===== src/rtl/servo_ease_in_out_trajectory_unit_defines.svh =====
// Assertion macros for the servo ease-in-out trajectory unit.
`ifndef SERVO_EASE_IN_OUT_TRAJECTORY_UNIT_DEFINES_SVH
`define SERVO_EASE_IN_OUT_TRAJECTORY_UNIT_DEFINES_SVH

// Same-cycle implication, clocked on clk, quiet during reset.
`define SEIO_ASSERT_IMPL(lbl, ante, cons, msg) \
	lbl: assert property (@(posedge clk) disable iff (!arst_n) (ante) |-> (cons)) else $error(msg);

// Next-cycle implication, clocked on clk, quiet during reset.
`define SEIO_ASSERT_NEXT(lbl, ante, cons, msg) \
	lbl: assert property (@(posedge clk) disable iff (!arst_n) (ante) |=> (cons)) else $error(msg);

`endif


===== src/rtl/seio_pkg.sv =====
// Shared types and constants of the servo ease-in-out trajectory unit.
`default_nettype none
package seio_pkg;

	localparam int unsigned DIV_W = 24;               // dividend and quotient width
	localparam logic [15:0] DEG_FULL = 16'd180;
	localparam logic [15:0] PULSE_MIN_RST = 16'd500;
	localparam logic [15:0] PULSE_MAX_RST = 16'd2500;

	localparam logic FUNC_START = 1'b0;
	localparam logic FUNC_TICK  = 1'b1;

	localparam logic REG_PULSE_MIN = 1'b0;
	localparam logic REG_PULSE_MAX = 1'b1;

	typedef enum logic [1:0] {
		DIV_INT = 2'd0,   // duration / steps
		DIV_ANG = 2'd1,   // eased numerator / steps^2
		DIV_CMP = 2'd2    // |angle * span| / 180
	} div_sel_t;

	typedef struct packed {
		logic     load;
		logic     tick_inc;
		logic     step_adv;
		logic     set_int;
		logic     calc_f;
		logic     calc_num;
		logic     div_go;
		div_sel_t div_sel;
		logic     lat_angle;
		logic     calc_prod;
		logic     emit;
	} cmd_t;

	typedef struct packed {
		logic moving;
		logic tick_hit;
		logic div_done;
		logic out_busy;
	} sts_t;

endpackage
`default_nettype wire


===== src/rtl/seio_ctrl.sv =====
// Controller: sequences request handling and the datapath steps.
`default_nettype none
module seio_ctrl (
	input  wire logic            clk,
	input  wire logic            arst_n,
	input  wire logic            in_valid,
	input  wire logic            func,
	output logic                 in_stall,
	output seio_pkg::cmd_t       cmd,
	input  wire seio_pkg::sts_t  sts
);
	typedef enum logic [9:0] {
		S_IDLE  = 10'b00_0000_0001,
		S_DIVI  = 10'b00_0000_0010,
		S_CALCF = 10'b00_0000_0100,
		S_NUM   = 10'b00_0000_1000,
		S_GOA   = 10'b00_0001_0000,
		S_DIVA  = 10'b00_0010_0000,
		S_PROD  = 10'b00_0100_0000,
		S_GOC   = 10'b00_1000_0000,
		S_DIVC  = 10'b01_0000_0000,
		S_EMIT  = 10'b10_0000_0000
	} state_t;

	state_t state_q, state_nxt;

	always_ff @(posedge clk or negedge arst_n) begin
		if (!arst_n)
			state_q <= S_IDLE;
		else
			state_q <= state_nxt;
	end

	always_comb begin
		cmd       = '0;
		state_nxt = state_q;
		unique case (state_q)
			S_IDLE: begin
				if (in_valid) begin
					if (func == seio_pkg::FUNC_START) begin
						cmd.load    = 1'b1;
						cmd.div_go  = 1'b1;
						cmd.div_sel = seio_pkg::DIV_INT;
						state_nxt   = S_DIVI;
					end else if (sts.moving) begin
						if (sts.tick_hit) begin
							cmd.step_adv = 1'b1;
							state_nxt    = S_CALCF;
						end else begin
							cmd.tick_inc = 1'b1;
						end
					end
				end
			end
			S_DIVI: begin
				cmd.div_sel = seio_pkg::DIV_INT;
				if (sts.div_done) begin
					cmd.set_int = 1'b1;
					state_nxt   = S_CALCF;
				end
			end
			S_CALCF: begin
				cmd.calc_f = 1'b1;
				state_nxt  = S_NUM;
			end
			S_NUM: begin
				cmd.calc_num = 1'b1;
				state_nxt    = S_GOA;
			end
			S_GOA: begin
				cmd.div_go  = 1'b1;
				cmd.div_sel = seio_pkg::DIV_ANG;
				state_nxt   = S_DIVA;
			end
			S_DIVA: begin
				cmd.div_sel = seio_pkg::DIV_ANG;
				if (sts.div_done) begin
					cmd.lat_angle = 1'b1;
					state_nxt     = S_PROD;
				end
			end
			S_PROD: begin
				cmd.calc_prod = 1'b1;
				state_nxt     = S_GOC;
			end
			S_GOC: begin
				cmd.div_go  = 1'b1;
				cmd.div_sel = seio_pkg::DIV_CMP;
				state_nxt   = S_DIVC;
			end
			S_DIVC: begin
				cmd.div_sel = seio_pkg::DIV_CMP;
				if (sts.div_done)
					state_nxt = S_EMIT;
			end
			S_EMIT: begin
				cmd.div_sel = seio_pkg::DIV_CMP;
				if (!sts.out_busy) begin
					cmd.emit  = 1'b1;
					state_nxt = S_IDLE;
				end
			end
			default: state_nxt = S_IDLE;
		endcase
	end

	assign in_stall = (state_q != S_IDLE);

endmodule
`default_nettype wire


===== config.mk =====
export PLATFORM = sky130hd
export DESIGN_NAME = seio_ctrl
export DESIGN_NICKNAME = d
export VERILOG_FILES = /design/src/rtl/servo_ease_in_out_trajectory_unit_defines.svh /design/src/rtl/seio_pkg.sv /design/src/rtl/seio_ctrl.sv
export SDC_FILE = /design/constraint.sdc
export NUM_CORES = 1
export LEC_CHECK = 0
export BUFFER_PORTS_ARGS = -buffer_cell sky130_fd_sc_hd__buf_4
export CAP_MARGIN = 10
export CORE_MARGIN = 5
export CORE_UTILIZATION = 51
export DETAILED_ROUTE_END_ITERATION = 6
export MAX_ROUTING_LAYER = met4
export PLACE_DENSITY = 0.77
export SETUP_SLACK_MARGIN = 0.02
export SYNTH_ARGS = -nofsm -noshare
export SYNTH_HDL_FRONTEND = slang
export SYNTH_SLANG_ARGS = --single-unit

===== constraint.sdc =====
create_clock -name clk -period 1.89 [get_ports clk]
set_input_delay 0.378 -clock clk [delete_from_list [all_inputs] [get_ports clk]]
set_output_delay 0.378 -clock clk [all_outputs]
set_load 0.1 [all_outputs]

==> results of run 1 <==
per-stage QoR:
step | instance area [sq um] | std cells | TNS, ns
after global placement | 1280 | 148 | -0.161
after floorplan | 967 | 94 | -6.32
after detailed placement | 1280 | 148 | -0.231
cells by family after synthesis:
group,Yosys count
buffers and inverters,8
muxes,1
AOI/OAI and AO/OA,19
DFF,10
and+or+nand+nor,51
xor gates and xnor gates,5
==> impl_metrics.py, run 1 <==
metrics = {
    "synthesis": {
        "synth_compound_area_frac": 0.170,
        "synth_fa_ha_area_frac": 0,
        "async_reset_ff_frac": 1.00,
        "synth_top_area_share": 0.271,
        "synthCells": 94,
        "yosysSeqAreaShare": 0.302,
        "yosysTopAreaCell": "dfrtp_1",
        "synth_common_cells": "nor2_1, dfrtp_1, nand2_1",
        "ys_seq_elements": 10,
        "synthFlopType": "dfrtp_1",
        "syn_area_per_cell_sq_um": 8.85,
        "synth_top_family_by_area": "simple AND/OR/NAND/NOR gates",
        "synth.distinct_cells": 43,
        "synth_warnings": 0,
        "synth.most_common_cell": "nor2_1",
        "synth_nets": 102,
        "synthSimpleGateAreaFrac": 0.400,
        "synth.area.top_cells": "dfrtp_1, nor2_1, nor4b_1",
        "synthesis.area_sq_um": 832,
        "synth_edf_count": 0,
        "synth_xor_area_frac": 0.0526,
        "synth.area.mux_share": 0.0180,
    },
    "floorplanning": {
        "die_w_um": 50.4,
        "rows": 14,
        "start_util": 0.546,
        "io_pins": 21,
        "die_h_um": 50.4,
    },
    "clock_tree": {
        "numClockSinks": 10,
        "postCtsSetupBuffers": 3,
        "cts_buffers": 3,
        "cts_resized": 39,
        "cts-htree-levels": 1,
        "cts.path.max_buffers": 2,
        "hold_buffers": 1,
        "cts-root-buf": "clkbuf_4",
    },
    "place": {
        "port_buffers": 20,
        "pre_cts_ws_ns": -0.0939,
        "place_hpwl_um": 2080,
        "globalplace.congestion": 0.912,
    },
    "outcome": {
        "status": "stopped before the end",
        "error": "[ERROR DPL-0033] detailed placement checks failed during check placement.",
        "stop_stage": "4_1_cts",
    },
}
==> inputs of run 2 (changes only) <==
--- a/config.mk
+++ b/config.mk
@@ -7,12 +7,10 @@
 export LEC_CHECK = 0
 export BUFFER_PORTS_ARGS = -buffer_cell sky130_fd_sc_hd__buf_4
 export CAP_MARGIN = 10
-export CORE_MARGIN = 5
-export CORE_UTILIZATION = 51
+export CORE_AREA = 5 5 66 68
 export DETAILED_ROUTE_END_ITERATION = 6
-export MAX_ROUTING_LAYER = met4
-export PLACE_DENSITY = 0.77
-export SETUP_SLACK_MARGIN = 0.02
+export DIE_AREA = 0 0 71 73
+export PLACE_DENSITY_LB_ADDON = 0.15
 export SYNTH_ARGS = -nofsm -noshare
 export SYNTH_HDL_FRONTEND = slang
 export SYNTH_SLANG_ARGS = --single-unit
==> run 2 against run 1 <==
The flow now finishes, with violations (negative setup slack); synthesized area unchanged; synthesized cell count unchanged.
==> impl_metrics.py, run 2 <==
metrics = {
    "pwr": {
        "power_frac_clock": 0.132,
        "seq_power_share": 0.141,
        "leakage_nw": 0.714,
        "p_int_mw": 1.16,
        "max-vdd-ir-drop_uv": 547,
        "p_sw_mw": 0.926,
        "power_mw": 2.09,
        "p_sw_frac": 0.443,
        "power.density_mw_per_mm2": 1260,
        "p_comb_frac": 0.727,
    },
    "global_route": {
        "grt_max_degree": 13,
        "overflow": 0,
        "antenna_found_initial": 0,
        "use_met3": 0.0248,
        "use_met1": 0.132,
        "grt-busiest-layer": "met2",
        "grt_use_met2": 0.193,
        "grt_pass1_vias": 960,
        "grt_pass1_wl_um": 4500,
        "grt_usage": 0.109,
    },
    "worst_setup_path": {
        "start_kind": "flip-flop",
        "cp.buffers_inverters": 3,
        "required_ns": 1.51,
        "crit_type": "flip-flop to primary output",
        "cpLargestDelayFamily": "simple AND/OR/NAND/NOR gates",
        "r2r_setup_slack_ns": 0.17,
        "r2r-start": "state_q[7]",
        "worstPathMaxFanout": 3,
        "r2r_cells": 7,
        "worstSetupStartpoint": "state_q[7]",
        "slowest_stage": "dfrtp_1",
        "path_cells": "nor4_4 > buf_4 > nand2_8 > buf_6 > nor3_4 > buf_12",
        "critPathMaxStageDelay_ns": 0.41,
        "r2r_end": "state_q[1]",
        "worstPathArrival_ns": 1.78,
        "critPathCaptureType": "primary output",
    },
    "synthesis": {
        "synth_warnings": 0,
        "synth_edf_count": 0,
        "yosysTopAreaCell": "dfrtp_1",
        "synth_top_area_share": 0.271,
        "synth.area.top_cells": "dfrtp_1, nor2_1, nor4b_1",
        "synth.distinct_cells": 43,
        "yosysSeqAreaShare": 0.302,
        "synthCells": 94,
        "ys_seq_elements": 10,
        "async_reset_ff_frac": 1.00,
        "synth_nets": 102,
        "synth.most_common_cell": "nor2_1",
        "syn_area_per_cell_sq_um": 8.85,
        "synthesis.area_sq_um": 832,
        "synthFlopType": "dfrtp_1",
        "synth_common_cells": "nor2_1, dfrtp_1, nand2_1",
    },
    "sta": {
        "period_minus_slack_ns": 2.16,
        "clock_skew_ns": 0.000459,
        "rsz0062_at_grt": "true",
        "fin_crit_sh": 1.14,
        "final-hold-violation-count": 0,
        "slew_violations": 0,
        "tightest_slew_ns": 0.290,
        "setup_tns_ns": -2.38,
        "max_slew_margin": 0.805,
        "whs_ns": 0.485,
        "setup_viol": 13,
        "fmax_ghz": 0.463,
        "setup_ws_ns": -0.269,
    },
    "finish": {
        "final_nets": 155,
        "seqCellArea_sq_um": 253,
        "finish.utilization": 0.438,
        "multi_input_area_sq_um": 716,
        "final_cell_mix": "buf_4, buf_12, buf_6",
        "diodes": 0,
        "top_register": "state_q",
        "finalNonFillerCells": 196,
        "final_common_cell": "buf_4",
        "drive_gt1_frac": 0.596,
        "largest_reg_flops": 10,
        "reg_top3": "state_q (10)",
        "synthToLayoutAreaGrowth_pct": 100,
        "final_area_sq_mm": 0.00166,
        "n_fill_cell": 375,
    },
    "route": {
        "firstDrtPassIters": 4,
        "final_antenna_net_count": 0,
        "viasPerCell": 4.59,
        "drt-initial-drc-count": 20,
        "vias": 900,
        "wl_per_cell_um": 13.9,
        "route.detailed.drc": 0,
        "routed_wl_um": 2730,
    },
    "min_path": {
        "hold_path_depth": 3,
        "hp-class": "primary input to flip-flop",
        "hold_start": "sts[1]",
        "min_to": "state_q[6]",
    },
    "clock_tree": {
        "clk_latency_ns": 0.24,
        "cts-htree-levels": 1,
        "numClockSinks": 10,
        "cts.clk_slew.worst_paths_ns": 0.05,
        "cts-root-buf": "clkbuf_8",
        "tritoncts": "built",
        "cts_buffers": 3,
        "cts.path.max_buffers": 2,
    },
    "floorplanning": {
        "start_util": 0.219,
        "die-area_sq_mm": 0.00518,
        "io_pins": 21,
        "core_area_sq_mm": 0.00380,
        "rows": 23,
        "die_h_um": 73,
        "die_w_um": 71,
    },
    "run": {
        "maxCapViolations": 0,
    },
    "place": {
        "pre_cts_ws_ns": -0.116,
        "dp_cells": 180,
        "port_buffers": 20,
        "placed_area_sq_mm": 0.00130,
        "place_hpwl_um": 1980,
        "globalplace.congestion": 0.827,
    },
    "outcome": {
        "violations": "negative setup slack",
        "status": "complete, but fails checks",
    },
}
==> run 2: per-layer routing <==
layer	vias up	share of wire
met3	0	0.037
met4	0	0
met2	14	0.53
met1	437	0.43
met5	-	0
li1	449	-
==> run 2: timing repair <==
item | 4_1_cts | 5_1_grt
pin swaps | 13 | 5
setup endpoints to repair | 13 | 13
hold buffers | 1 | 0
gates resized for setup | 45 | 6
hold endpoints to repair | 9 | 0
setup buffers | 9 | 2
==> run 2: final cells by class <==
cell class,count,area share
Clock buffer,4,0.0331
Sequential cell,10,0.152
Multi-Input combinational cell,76,0.430
Inverter,2,0.00451
Tap cell,50,0.0376
Timing Repair Buffer,54,0.343
==> run 2: cells by family after synthesis <==
family	Yosys count	synth area share
DFF	10	0.302
and+or+nand+nor	51	0.400
buffers and inverters	8	0.0571
xor gates and xnor gates	5	0.0526
AOI/OAI and AO/OA	19	0.170
muxes	1	0.0180
==> run 2: worst min-delay path, stage by stage <==
cell     delay (ns)
buf_4          0.13
nand2_1        0.12
nor2_1         0.06
==> run 2: worst max path at each step <==
| stage | end | depth (start not counted) |
|---|---|---|
| 2_1_floorplan | cmd[5] | 4 |
| 3_3_place_gp | cmd[6] | 4 |
| 3_5_place_dp | cmd[9] | 6 |
| 4_1_cts | cmd[10] | 6 |
| 5_1_grt | cmd[9] | 6 |
| 6_report | cmd[10] | 6 |
==> run 2: power by group through the flow <==
stage | combinational, mW | clock [mW] | sequential (mW)
after global placement | 1.14 | 0 | 0.300
after floorplan | 0.801 | 0 | 0.302
after CTS | 1.42 | 0.287 | 0.295
after detailed placement | 1.15 | 0 | 0.298
final | 1.52 | 0.277 | 0.294
after global routing | 1.61 | 0.298 | 0.300
Note: power is estimated with default switching activity, not from simulation.
